File: config.mk
export PLATFORM = sky130hd
export DESIGN_NAME = sha1_hash
export DESIGN_NICKNAME = d
export VERILOG_FILES = /design/src/rtl/core/sha1_pkg.sv /design/src/rtl/core/sha1_hash.sv /design/src/rtl/core/sha1_fifo.sv /design/src/rtl/core/sha1_round.sv /design/src/rtl/core/sha1_pack.sv
export SDC_FILE = /design/constraint.sdc
export NUM_CORES = 2
export LEC_CHECK = 0
export BUFFER_PORTS_ARGS = -buffer_cell sky130_fd_sc_hd__buf_4
export CAP_MARGIN = 20
export CORE_MARGIN = 5
export CORE_UTILIZATION = 45
export CTS_CLUSTER_SIZE = 30
export DETAILED_ROUTE_END_ITERATION = 16
export PLACE_DENSITY = 0.72
export SYNTH_ARGS = -nofsm -noshare
export SYNTH_HDL_FRONTEND = slang
export SYNTH_SLANG_ARGS = --single-unit
File: constraint.sdc
create_clock -name clock -period 65 [get_ports clock]
set_input_delay 3.25 -clock clock [delete_from_list [all_inputs] [get_ports clock]]
set_output_delay 3.25 -clock clock [all_outputs]
set_load 0.005 [all_outputs]
File: src/rtl/core/sha1_pkg.sv
package sha1_pkg;

   // Sizes of the byte stream, block and digest
   localparam int QUEUE_DEPTH_DEF = 4;
   localparam int BYTE_W          = 8;
   localparam int WORD_W          = 32;
   localparam int DIGEST_WORDS    = 5;
   localparam int IDX_W           = 3;
   localparam int FILL_W          = 6;
   localparam int LEN_W           = 64;
   localparam int BLOCK_WORDS     = 16;
   localparam int BLOCK_BITS      = BLOCK_WORDS * WORD_W;

   // Padding constants
   localparam logic [BYTE_W-1:0] PAD_MARK  = 8'h80;
   localparam logic [FILL_W-1:0] FILL_LAST = 6'd63;
   localparam logic [FILL_W-1:0] FILL_LEN  = 6'd56;
   localparam logic [IDX_W-1:0]  LAST_WORD = 3'd4;

   // One input item as it sits in the queue
   typedef struct packed {
      logic                has_byte;
      logic [BYTE_W-1:0]   data_byte;
      logic                end_of_message;
   } sha1_item_type;

   // Commands from the packer to the round engine
   typedef struct packed {
      logic start;
      logic restart;
   } sha1_ctl_type;

   // Status from the round engine
   typedef struct packed {
      logic busy;
   } sha1_stat_type;

   typedef logic [DIGEST_WORDS-1:0][WORD_W-1:0] sha1_chain_type;
   typedef logic [BLOCK_WORDS-1:0][WORD_W-1:0]  sha1_block_type;

endpackage

File: src/rtl/core/sha1_hash.sv
// Items pass through the queue into the packer, which holds them back only while a
// full 64-byte block waits for the round engine or a message end is padded and sent.
// A block holds the round engine for 80 rounds and one chaining add. Bytes of the
// next block fill the packer while the rounds run; its last byte waits for the engine.
// Message end: padding adds pad bytes that close one or two blocks, then the packer
// sends five digest words. Synchronous reset restores the initial chaining words.
module sha1_hash #(
   parameter int QUEUE_DEPTH = sha1_pkg::QUEUE_DEPTH_DEF
) (
   input  logic                          clock,
   input  logic                          reset,
   input  logic                          req_tvalid,
   output logic                          req_tready,
   input  logic [sha1_pkg::BYTE_W-1:0]   req_tdata,   // [7:0] data_byte
   input  logic                          req_tuser,   // [0] has_byte
   input  logic                          req_tlast,
   output logic                          rsp_tvalid,
   input  logic                          rsp_tready,
   output logic [sha1_pkg::WORD_W-1:0]   rsp_tdata,   // [31:0] digest_word
   output logic [sha1_pkg::IDX_W-1:0]    rsp_tuser,   // [2:0] word_index
   output logic                          rsp_tlast
);
   import sha1_pkg::*;

   sha1_item_type  in_item, q_item;
   logic           q_valid, q_ready;
   sha1_ctl_type   ctl;
   sha1_stat_type  stat;
   sha1_chain_type chain;
   sha1_block_type blk;

   // Classify the transfer into an item
   assign in_item.has_byte       = req_tuser;
   assign in_item.data_byte      = req_tdata;
   assign in_item.end_of_message = req_tlast;

   sha1_fifo #(
      .DEPTH (QUEUE_DEPTH)
   ) u_fifo (
      .clock      (clock),
      .reset      (reset),
      .push_valid (req_tvalid),
      .push_ready (req_tready),
      .push_item  (in_item),
      .pop_valid  (q_valid),
      .pop_ready  (q_ready),
      .pop_item   (q_item)
   );

   sha1_pack u_pack (
      .clock      (clock),
      .reset      (reset),
      .item_valid (q_valid),
      .item_ready (q_ready),
      .item       (q_item),
      .stat       (stat),
      .chain      (chain),
      .ctl        (ctl),
      .blk        (blk),
      .rsp_tvalid (rsp_tvalid),
      .rsp_tready (rsp_tready),
      .rsp_tdata  (rsp_tdata),
      .rsp_tuser  (rsp_tuser),
      .rsp_tlast  (rsp_tlast)
   );

   sha1_round u_round (
      .clock (clock),
      .reset (reset),
      .ctl   (ctl),
      .blk   (blk),
      .stat  (stat),
      .chain (chain)
   );

endmodule

File: src/rtl/core/sha1_fifo.sv
module sha1_fifo #(
   parameter int DEPTH = sha1_pkg::QUEUE_DEPTH_DEF
) (
   input  logic                    clock,
   input  logic                    reset,
   input  logic                    push_valid,
   output logic                    push_ready,
   input  sha1_pkg::sha1_item_type push_item,
   output logic                    pop_valid,
   input  logic                    pop_ready,
   output sha1_pkg::sha1_item_type pop_item
);
   import sha1_pkg::*;

   localparam int PTR_W = (DEPTH > 1) ? $clog2(DEPTH) : 1;
   localparam int CNT_W = $clog2(DEPTH + 1);

   sha1_item_type          mem_ff [DEPTH];
   logic [PTR_W-1:0]       wr_ff, wr_in;
   logic [PTR_W-1:0]       rd_ff, rd_in;
   logic [CNT_W-1:0]       cnt_ff, cnt_in;
   logic                   push, pop;

   assign push_ready = (cnt_ff != CNT_W'(DEPTH));
   assign pop_valid  = (cnt_ff != '0);
   assign pop_item   = mem_ff[rd_ff];
   assign push       = push_valid && push_ready;
   assign pop        = pop_valid && pop_ready;

   // Advance pointers and occupancy
   always_comb begin
      wr_in  = wr_ff;
      rd_in  = rd_ff;
      cnt_in = cnt_ff;
      if (push) begin
         wr_in = (wr_ff == PTR_W'(DEPTH - 1)) ? '0 : wr_ff + 1'b1;
      end
      if (pop) begin
         rd_in = (rd_ff == PTR_W'(DEPTH - 1)) ? '0 : rd_ff + 1'b1;
      end
      if (push && !pop) begin
         cnt_in = cnt_ff + 1'b1;
      end else if (pop && !push) begin
         cnt_in = cnt_ff - 1'b1;
      end
   end

   always_ff @(posedge clock) begin
      if (reset) begin
         wr_ff  <= '0;
         rd_ff  <= '0;
         cnt_ff <= '0;
      end else begin
         wr_ff  <= wr_in;
         rd_ff  <= rd_in;
         cnt_ff <= cnt_in;
      end
   end

   // Store the transfer
   always_ff @(posedge clock) begin
      if (push) begin
         mem_ff[wr_ff] <= push_item;
      end
   end

   a_cnt_bound: assert property (@(posedge clock) disable iff (reset)
      cnt_ff <= CNT_W'(DEPTH))
      else $error("queue occupancy beyond depth");

endmodule

File: src/rtl/core/sha1_round.sv
module sha1_round (
   input  logic                     clock,
   input  logic                     reset,
   input  sha1_pkg::sha1_ctl_type   ctl,
   input  sha1_pkg::sha1_block_type blk,
   output sha1_pkg::sha1_stat_type  stat,
   output sha1_pkg::sha1_chain_type chain
);
   import sha1_pkg::*;

   localparam logic [6:0] R_SCHED = 7'd16;
   localparam logic [6:0] R_40    = 7'd40;
   localparam logic [6:0] R_20    = 7'd20;
   localparam logic [6:0] R_60    = 7'd60;
   localparam logic [6:0] R_ADD   = 7'd80;

   localparam sha1_chain_type H_INIT = {
      32'hC3D2E1F0, 32'h10325476, 32'h98BADCFE, 32'hEFCDAB89, 32'h67452301
   };

   sha1_chain_type     chain_ff, chain_in;
   sha1_chain_type     wv_ff, wv_in;
   sha1_block_type     wd_ff, wd_in;
   logic [6:0]         rnd_ff, rnd_in;
   logic               busy_ff, busy_in;
   logic [WORD_W-1:0]  sched_w, cur_w, fn, kc, tmp;

   function automatic logic [WORD_W-1:0] round_f(input logic [6:0] r,
                                                 input logic [WORD_W-1:0] b,
                                                 input logic [WORD_W-1:0] c,
                                                 input logic [WORD_W-1:0] d);
      if (r < R_20) begin
         return (b & c) | (~b & d);
      end else if (r < R_40) begin
         return b ^ c ^ d;
      end else if (r < R_60) begin
         return (b & c) | (b & d) | (c & d);
      end
      return b ^ c ^ d;
   endfunction

   function automatic logic [WORD_W-1:0] round_k(input logic [6:0] r);
      if (r < R_20) begin
         return 32'h5A827999;
      end else if (r < R_40) begin
         return 32'h6ED9EBA1;
      end else if (r < R_60) begin
         return 32'h8F1BBCDC;
      end
      return 32'hCA62C1D6;
   endfunction

   assign stat.busy = busy_ff;
   assign chain     = chain_ff;

   // Oldest schedule word sits in the top slot; taps are fixed
   assign sched_w = wd_ff[15] ^ wd_ff[13] ^ wd_ff[7] ^ wd_ff[2];
   assign cur_w   = (rnd_ff < R_SCHED) ? wd_ff[15] : {sched_w[30:0], sched_w[31]};
   assign fn      = round_f(rnd_ff, wv_ff[1], wv_ff[2], wv_ff[3]);
   assign kc      = round_k(rnd_ff);
   assign tmp     = {wv_ff[0][26:0], wv_ff[0][31:27]} + fn + wv_ff[4] + cur_w + kc;

   // Load a block, run the rounds, then fold into the chaining words
   always_comb begin
      chain_in = chain_ff;
      wv_in    = wv_ff;
      wd_in    = wd_ff;
      rnd_in   = rnd_ff;
      busy_in  = busy_ff;
      if (ctl.restart) begin
         chain_in = H_INIT;
      end
      if (ctl.start) begin
         wd_in   = blk;
         wv_in   = chain_ff;
         rnd_in  = '0;
         busy_in = 1'b1;
      end else if (busy_ff) begin
         if (rnd_ff == R_ADD) begin
            for (int i = 0; i < DIGEST_WORDS; i++) begin
               chain_in[i] = chain_ff[i] + wv_ff[i];
            end
            rnd_in  = '0;
            busy_in = 1'b0;
         end else begin
            wv_in[4] = wv_ff[3];
            wv_in[3] = wv_ff[2];
            wv_in[2] = {wv_ff[1][1:0], wv_ff[1][31:2]};
            wv_in[1] = wv_ff[0];
            wv_in[0] = tmp;
            wd_in    = {wd_ff[14:0], cur_w};
            rnd_in   = rnd_ff + 1'b1;
         end
      end
   end

   always_ff @(posedge clock) begin
      if (reset) begin
         chain_ff <= H_INIT;
         rnd_ff   <= '0;
         busy_ff  <= 1'b0;
      end else begin
         chain_ff <= chain_in;
         rnd_ff   <= rnd_in;
         busy_ff  <= busy_in;
      end
   end

   always_ff @(posedge clock) begin
      wv_ff <= wv_in;
      wd_ff <= wd_in;
   end

   a_start_idle: assert property (@(posedge clock) disable iff (reset)
      ctl.start |-> !busy_ff)
      else $error("block handed over while rounds run");

   a_restart_idle: assert property (@(posedge clock) disable iff (reset)
      ctl.restart |-> !busy_ff && !ctl.start)
      else $error("chaining restart during a block");

   a_add_ends: assert property (@(posedge clock) disable iff (reset)
      busy_ff && rnd_ff == R_ADD && !ctl.start |=> !busy_ff)
      else $error("engine still busy after the chaining add");

endmodule

File: src/rtl/core/sha1_pack.sv
module sha1_pack (
   input  logic                               clock,
   input  logic                               reset,
   input  logic                               item_valid,
   output logic                               item_ready,
   input  sha1_pkg::sha1_item_type            item,
   input  sha1_pkg::sha1_stat_type            stat,
   input  sha1_pkg::sha1_chain_type           chain,
   output sha1_pkg::sha1_ctl_type             ctl,
   output sha1_pkg::sha1_block_type           blk,
   output logic                               rsp_tvalid,
   input  logic                               rsp_tready,
   output logic [sha1_pkg::WORD_W-1:0]        rsp_tdata,
   output logic [sha1_pkg::IDX_W-1:0]         rsp_tuser,
   output logic                               rsp_tlast
);
   import sha1_pkg::*;

   typedef enum logic [3:0] {
      ST_IDLE  = 4'b0001,
      ST_PAD   = 4'b0010,
      ST_DRAIN = 4'b0100,
      ST_OUT   = 4'b1000
   } pack_state_type;

   pack_state_type         state_ff, state_in;
   logic [BLOCK_BITS-1:0]  blk_ff, blk_in;
   logic [FILL_W-1:0]      fill_ff, fill_in;
   logic [LEN_W-1:0]       len_ff, len_in;
   logic                   mark_ff, mark_in;
   logic [2:0]             len_cnt_ff, len_cnt_in;
   logic [IDX_W-1:0]       widx_ff, widx_in;
   logic                   rsp_valid_ff, rsp_valid_in;
   logic [WORD_W-1:0]      rsp_data_ff, rsp_data_in;
   logic [IDX_W-1:0]       rsp_idx_ff, rsp_idx_in;
   logic                   rsp_last_ff, rsp_last_in;
   logic                   can_put, out_free, put;
   logic [BYTE_W-1:0]      put_byte;

   // A full block can only go out when the engine is free
   assign can_put  = !(fill_ff == FILL_LAST && stat.busy);
   assign out_free = !rsp_valid_ff || rsp_tready;
   assign blk      = {blk_ff[BLOCK_BITS-BYTE_W-1:0], put_byte};

   assign rsp_tvalid = rsp_valid_ff;
   assign rsp_tdata  = rsp_data_ff;
   assign rsp_tuser  = rsp_idx_ff;
   assign rsp_tlast  = rsp_last_ff;

   // Absorb bytes, pad the message end, then send the digest
   always_comb begin
      state_in     = state_ff;
      blk_in       = blk_ff;
      fill_in      = fill_ff;
      len_in       = len_ff;
      mark_in      = mark_ff;
      len_cnt_in   = len_cnt_ff;
      widx_in      = widx_ff;
      rsp_valid_in = rsp_valid_ff && !rsp_tready;
      rsp_data_in  = rsp_data_ff;
      rsp_idx_in   = rsp_idx_ff;
      rsp_last_in  = rsp_last_ff;
      ctl          = '0;
      item_ready   = 1'b0;
      put          = 1'b0;
      put_byte     = '0;
      unique case (state_ff)
         ST_IDLE: begin
            item_ready = can_put;
            if (item_valid && can_put) begin
               if (item.has_byte) begin
                  put      = 1'b1;
                  put_byte = item.data_byte;
                  len_in   = len_ff + LEN_W'(8);
               end
               if (item.end_of_message) begin
                  state_in = ST_PAD;
               end
            end
         end
         ST_PAD: begin
            if (can_put) begin
               put = 1'b1;
               if (!mark_ff) begin
                  put_byte = PAD_MARK;
                  mark_in  = 1'b1;
               end else if (len_cnt_ff != '0 || fill_ff == FILL_LEN) begin
                  put_byte   = len_ff[LEN_W-1 -: BYTE_W];
                  len_in     = {len_ff[LEN_W-BYTE_W-1:0], {BYTE_W{1'b0}}};
                  len_cnt_in = len_cnt_ff + 1'b1;
                  if (len_cnt_ff == 3'd7) begin
                     state_in = ST_DRAIN;
                  end
               end else begin
                  put_byte = '0;
               end
            end
         end
         ST_DRAIN: begin
            if (!stat.busy) begin
               state_in = ST_OUT;
               widx_in  = '0;
            end
         end
         ST_OUT: begin
            if (out_free) begin
               rsp_valid_in = 1'b1;
               rsp_data_in  = chain[widx_ff];
               rsp_idx_in   = widx_ff;
               rsp_last_in  = (widx_ff == LAST_WORD);
               widx_in      = widx_ff + 1'b1;
               if (widx_ff == LAST_WORD) begin
                  ctl.restart = 1'b1;
                  len_in      = '0;
                  mark_in     = 1'b0;
                  len_cnt_in  = '0;
                  state_in    = ST_IDLE;
               end
            end
         end
         default: begin
            state_in = ST_IDLE;
         end
      endcase
      // Shift the byte in; hand over the block on the last byte
      if (put) begin
         blk_in  = blk;
         fill_in = fill_ff + 1'b1;
         if (fill_ff == FILL_LAST) begin
            ctl.start = 1'b1;
         end
      end
   end

   always_ff @(posedge clock) begin
      if (reset) begin
         state_ff     <= ST_IDLE;
         fill_ff      <= '0;
         len_ff       <= '0;
         mark_ff      <= 1'b0;
         len_cnt_ff   <= '0;
         widx_ff      <= '0;
         rsp_valid_ff <= 1'b0;
      end else begin
         state_ff     <= state_in;
         fill_ff      <= fill_in;
         len_ff       <= len_in;
         mark_ff      <= mark_in;
         len_cnt_ff   <= len_cnt_in;
         widx_ff      <= widx_in;
         rsp_valid_ff <= rsp_valid_in;
      end
   end

   always_ff @(posedge clock) begin
      blk_ff      <= blk_in;
      rsp_data_ff <= rsp_data_in;
      rsp_idx_ff  <= rsp_idx_in;
      rsp_last_ff <= rsp_last_in;
   end

   a_out_settled: assert property (@(posedge clock) disable iff (reset)
      state_ff == ST_OUT |-> !stat.busy && fill_ff == '0)
      else $error("digest read while a block is still open");

endmodule

== After elaboration in Yosys (flattened, before gate mapping) ==
Memory sizes are Yosys's and may differ from the RTL's. A register that Yosys moved wholly into a read port is not among the register bits.
Index checks and enable logic that the tools add are counted.

* Bits in writable memories: 40
* Output and inout port bits: 38
* Input port bits: 14
* Memory bits (read-only): 0
* Logic and storage cells: 216
* Bits in latches: 0
* Memories: 1
* Bits in registers: 1469

* Muxes and demuxes: 85
* Order comparisons: 5
* Reduce and logical (&&, ||, !) cells: 29
* Add/sub/neg operators: 18
* Divide/modulo/power cells: 0
* Equality and inequality tests: 23
* Shift operators: 0
* Multipliers: 0
* Bitwise logic cells: 13

{| class="wikitable"
|+ Memories
! memory !! depth !! width !! read ports !! clocked after memory_dff !! wr ports !! line !! text
|-
| u_fifo.mem_ff || 4 || 10 || 1 || 1 || 1 || sha1_fifo.sv:18 || <nowiki>sha1_item_type mem_ff [DEPTH];</nowiki>
|}

{| class="wikitable"
|+ Operator list
! cell !! number
|-
| $mux W512 || 3
|-
| $mux W160 || 7
|-
| $mux W64 || 7
|-
| $mux W32 || 10
|-
| $add A32 B32 Y32 || 9
|-
| $pmux W64 S3 || 1
|-
| $xor A32 B32 Y32 || 5
|-
| $and A32 B32 Y32 || 4
|-
| $bmux W32 S3 || 1
|-
| $or A32 B32 Y32 || 3
|-
| $add A64 B4 Y64 const B || 1
|-
| $mux W8 || 5
|-
| $mux W4 || 9
|-
| $not A32 Y32 || 1
|-
| $mux W3 || 9
|-
| $mux W1 || 22
|-
| $pmux W4 S4 || 1
|-
| $pmux W8 S2 || 1
|-
| $lt A7 B5 Y1 const B || 2
|-
| $lt A7 B6 Y1 const B || 2
|-
| $eq A6 B6 Y1 const B || 2
|-
| $ne A2 B1 Y1 const B || 6
|-
| $pmux W3 S2 || 2
|-
| $ne A2 B2 Y1 const B || 5
|-
| 29 further kinds || 55
|}

== Logic depth before layout (Yosys ltp) ==
* Depth in word-level cells: 14
* Gate-level depth with buffers: 29
* Gate-level depth less buffers: 26

== Hierarchy ==
From an unflattened synthesis, not the netlist that was laid out.

* Cell total of the unflattened synthesis: 5516
* Area total of the unflattened synthesis: 72125.4 um2

{| class="wikitable"
|+ By module, submodules not included
! module !! sequential area each (um2) !! area each (um2) !! instances !! cells an instance
|-
| sha1_round || 23542.6 || 47593.1 || 1 || 4026
|-
| sha1_pack || 17797.1 || 22612.9 || 1 || 1390
|-
| sha1_fifo || 1381.3 || 1919.3 || 1 || 100
|}

== Worst setup path after synthesis ==
No wires, ideal clock.

* Kind: flip-flop to flip-flop
* From: register u_pack.state_ff[1]
* To: register u_round.wd_ff[0] (netlist bit), enable pin
* Setup time: 1.070 ns
* Period minus slack after synthesis: 30.631 ns
* Path buffers: 2
* Stages on the path, launching flop included: 10
* Required time: 63.930 ns
* Path slack: 34.369 ns
* Arrival time: 29.561 ns
* Cell sequence: dfxtp_1 -> nor2_1 -> nand2_1 -> nor2_1 -> nand2_1 -> o21ai_2 -> nand4_1 -> clkbuf_1 -> buf_1 -> nand2_1

* Longest elaborated chain between the ends: 5
* Elaborated cells between the ends (all ways): 7
* Those cells by class: eq/ne (3); mux (2); reduce/logical (2)

{| class="wikitable"
|+ RTL lines
! what !! line !! text
|-
| start, declared || sha1_pack.sv:26 || <nowiki>pack_state_type state_ff, state_in;</nowiki>
|-
| start signal, assigned || sha1_pack.sv:145 || <nowiki>state_ff <= state_in;</nowiki>
|-
| $eq A4 B2 Y1 / $eq A4 B1 Y1 (equally long branches) || sha1_pack.sv:67 || <nowiki>unique case (state_ff)</nowiki>
|-
| $pmux W1 S2 * || sha1_pack.sv:67 ||
|-
| net u_pack.put || sha1_pack.sv:37 || <nowiki>logic can_put, out_free, put;</nowiki>
|-
| $mux W1 * || sha1_pack.sv:126 || <nowiki>if (put) begin</nowiki>
|-
| $ne A2 B2 Y1 (no source line) / $reduce_bool A2 Y1 (equally long branches) || -- ||
|-
| $reduce_and A2 Y1 (no source line) * || -- ||
|-
| end signal, assigned || sha1_round.sv:111 || <nowiki>wd_ff <= wd_in;</nowiki>
|-
| end, declared || sha1_round.sv:23 || <nowiki>sha1_block_type wd_ff, wd_in;</nowiki>
|}

The timed path passes the listed nets; every way through them passes the cells marked *.
A chain may end at the register's enable or synchronous reset.

==> results by group <==
Power
  – Cell leakage power: 30.69 nW
  – VDD IR max: 0.03750 mV
  – Pwr dens: 30.23 nW/um2

Clock tree
  – Root Driver: clkbuf_16
  – Post_cts resized: 0
  – Postcts setup bufs: 0
  – Clock tree sinks: 1,508
  – Deepest clock path buffer count: 3
  – Worst-path clk slew: 0.06 ns
  – Htree depth: 4
  – Number of CTS-inserted buffers: 158
  – # hold bufs at CTS: 0
  – Worst-Skew Late Latency: 0.81 ns
  – CTS tree: done

Worst setup path
  – Crit start category: register
  – CP Capture Type: register
  – Max FO, Critical Path: 23
  – Crit path kind: reg2reg
  – Reg-to-reg startpoint: u_round.rnd_ff[3]
  – Critical Path Source: u_round.rnd_ff[3]
  – Reg-to-reg slack, setup: 58.13 ns
  – CP Data Arrival Time: 7.41 ns
  – CP endpoint: u_round.wv_ff[31]
  – Worst R2R End: u_round.wv_ff[31]
  – WP data required: 65.55 ns
  – FF-to-FF path depth: 22

Timing
  – Final Max Slew Viols: 0
  – Slew headroom: 0.2157
  – Worst-Margin Slew: 1.176 ns
  – Final Skew: 0.04079 ns
  – Endpoints failing setup: 0
  – Final Hold Fails: 0
  – Final period util: 0.1056
  – Setup TNS: 0 ns
  – Peak Freq: 0.1457 GHz
  – Minimum clock period: 6.865 ns
  – Worst hold-check slack: 0.4295 ns
  – RSZ-0062 raised after global routing: no

Global route
  – Antenna violations before repair: 10
  – First-pass GRT wire length: 279.5 mm
  – Largest net degree at the start of global routing: 228
  – Vias in the first global route: 48,320
  – Total Routing Usage GR: 0.2098
  – GRT overflow: 0

Place
  – Area after DPL: 74,490 um2
  – DP HPWL: 116.4 mm
  – Placer's final routability congestion estimate: 0.9745
  – # port buffers: 51

Yosys
  – Flops & latches, synth: 1,508
  – YS warnings: 0
  – EDFF count, synth: 1,252
  – Netlist Area Pre-Place: 72,100 um2
  – Avg Cell Area, Syn: 10.85 um2
  – Synth Instances: 6,648
  – Syn_nets: 7,024
  – Post-synth ARST share: 0
  – Seq/Total Area, Yosys: 0.5925
  – Synth cell types: 109
  – Primary FF master, synth: edfxtp_1

Drt
  – DRT met1 WL: 76.99 mm
  – DRC Markers: 0
  – Top routing layer in use: met5
  – Number of vias per cell: 5.637
  – Post-route ant nets: 0
  – Metal3 WL: 13.77 mm
  – Met2 wire len: 81.01 mm
  – DR WL/cell: 20.33 um
  – First-pass DRT Iterations: 8
  – First DRT Iteration DRCs: 5,490
  – Routed vias: 49,840
  – Final wirelength: 179.8 mm

Final layout
  – Fin nets: 7,011
  – Design Area, Final: 79,800 um2
  – Area growth, synth to finish: 10.68%
  – Fraction of layout cells with a size suffix above 1: 0.06679
  – Fill cells: 13,700
  – Register Area: 42,720 um2
  – Multi-input logic area: 27,280 um2

Die
  – Initial Util: 0.4537
  – Chip Width: 410.3 um
  – Core area: 158,900 um2
  – Std cell rows: 146
  – Die area: 168,300 um2
  – Die H: 410.3 um
  – IO Count: 52

Run
  – Max Cap Viol: 0

Run status
  – Status: finished, final reports clean

Hold path
  – HP Class: reg2reg
==> flip-flops by register name (all words and copies together), names as in the netlist, 4 cells and up, named ones only <==
register / flops
u_round.wd_ff: 512
u_pack.blk_ff: 504
u_round.chain: 160
u_round.wv_ff: 160
u_pack.len_ff: 61
u_fifo.mem_ff: 40
u_pack.rsp_tdata: 32
u_round.rnd_ff: 7
u_pack.fill_ff: 6
u_pack.state_ff: 4
==> where the power goes <==
part           switching, W  total, W  internal [W]
combinational      0.000122  0.000157     0.0000349
clock              0.000392  0.000919      0.000527
sequential        0.0000770   0.00134       0.00126
total              0.000592   0.00241       0.00182
==> worst min path at each step <==
stage	startpoint	endpoint	cells after the start
2_1_floorplan	u_pack.blk_ff[92]	u_pack.blk_ff[100]	0
3_3_place_gp	u_pack.blk_ff[202]	u_pack.blk_ff[210]	0
3_5_place_dp	u_pack.blk_ff[110]	u_pack.blk_ff[118]	0
4_1_cts	u_pack.blk_ff[151]	u_pack.blk_ff[159]	0
5_1_grt	u_pack.blk_ff[152]	u_pack.blk_ff[160]	0
6_report	u_pack.blk_ff[316]	u_pack.blk_ff[324]	0
==> area by class of cell <==
type | instances | share of cell area
Multi-Input combinational cell | 4593 | 0.3418
Inverter | 263 | 0.01237
Clock inverter | 74 | 0.01152
Antenna cell | 2 | 0.00006272
Sequential cell | 1508 | 0.5354
Timing Repair Buffer | 111 | 0.01176
Tap cell | 2072 | 0.03249
Clock buffer | 218 | 0.05457
==> critical path: stages (launching register included) <==
cell	delay [ns]
dfxtp_1	0.38
o21ai_0	0.25
nand2b_1	0.44
nand2_1	0.99
o32a_1	0.29
o21ai_0	0.12
fa_1	0.56
inv_1	0.05
fa_1	0.47
inv_1	0.05
fa_1	0.48
inv_1	0.05
ha_1	0.30
o211ai_1	0.18
a21oi_1	0.10
o2111ai_1	0.27
nand4b_1	0.27
and4b_1	0.27
nor3_1	0.36
o2111ai_1	0.19
a21oi_1	0.20
xnor2_1	0.07
mux2_2	0.26
==> cells in the final DEF, fill, tap and decap left out, types with 162 or more instances in the layout <==
cell type	synthesis	layout
a21oi_1	277	277
clkbuf_16	0	162
dfxtp_1	256	254
edfxtp_1	1252	1252
ha_1	247	247
inv_1	260	260
nand2_1	2150	2147
nor2_1	340	337
o21ai_0	252	252
xnor2_1	212	212
==> synthesized netlist by cell type (8+ instances only) <==
| cell type | number | area share |
|---|---|---|
| nand2_1 | 2150 | 0.11 |
| edfxtp_1 | 1252 | 0.52 |
| nor2_1 | 340 | 0.018 |
| a21oi_1 | 277 | 0.019 |
| inv_1 | 260 | 0.014 |
| dfxtp_1 | 256 | 0.071 |
| o21ai_0 | 252 | 0.017 |
| ha_1 | 247 | 0.043 |
| xnor2_1 | 212 | 0.026 |
| clkbuf_1 | 190 | 0.0099 |
| fa_1 | 115 | 0.032 |
| nor3_1 | 86 | 0.0060 |
| xor2_1 | 83 | 0.010 |
| buf_2 | 76 | 0.0053 |
| a21o_1 | 65 | 0.0068 |
| nand3_1 | 63 | 0.0044 |
| a22oi_1 | 61 | 0.0064 |
| nor2b_1 | 44 | 0.0038 |
| mux4_2 | 42 | 0.013 |
| nand2b_1 | 42 | 0.0036 |
| o22ai_1 | 41 | 0.0036 |
| a211oi_1 | 30 | 0.0031 |
| and3_1 | 29 | 0.0025 |
| nand4_1 | 29 | 0.0025 |
| o21a_1 | 27 | 0.0028 |
| a31oi_1 | 26 | 0.0023 |
| o31ai_1 | 25 | 0.0026 |
| a221oi_1 | 20 | 0.0024 |
| o21bai_1 | 20 | 0.0021 |
| and2_1 | 18 | 0.0016 |
| o211ai_1 | 16 | 0.0017 |
| buf_1 | 15 | 0.00078 |
| a22o_1 | 14 | 0.0017 |
| o32a_1 | 14 | 0.0019 |
| o21ai_1 | 11 | 0.00076 |
| or3_1 | 11 | 0.00095 |
| a2111oi_0 | 10 | 0.0012 |
| o311ai_0 | 9 | 0.0011 |
| o32ai_1 | 9 | 0.0011 |
| and4_1 | 8 | 0.00097 |
==> per-stage QoR <==
stage,std cells,power (W),setup slack [ns],utilization
floorplan,6648,0.001516,34.37,-
global placement,8545,0.001502,58.52,0.4687
detailed placement,8545,0.001513,58.37,0.4687
CTS,8837,0.002432,58.35,0.5019
global route,8840,0.002502,57.78,0.5021
finish,8841,0.002412,58.13,0.5021
==> logic make-up (layout without fill, tap and decap cells) <==
| kind of cell | Yosys count | in the layout | synth area share |
|---|---|---|---|
| and+or+nand+nor | 2869 | 2869 | 0.1618 |
| xor gates and xnor gates | 296 | 296 | 0.03606 |
| muxes | 55 | 55 | 0.01505 |
| other | 0 | 2 | 0 |
| adders and majority gates | 362 | 362 | 0.07480 |
| AOI/OAI and AO/OA | 1011 | 1011 | 0.08986 |
| buffers and inverters | 547 | 666 | 0.02988 |
| DFF | 1508 | 1508 | 0.5925 |
==> routing by layer <==
| metal | up-vias | track usage |
|---|---|---|
| met3 | 425 | 0.03896 |
| met2 | 1988 | 0.3225 |
| met4 | 6 | 0.09041 |
| met5 | - | 0 |
| met1 | 24330 | 0.2933 |
| li1 | 23090 | - |
Note: power is estimated with default switching activity, not from simulation.
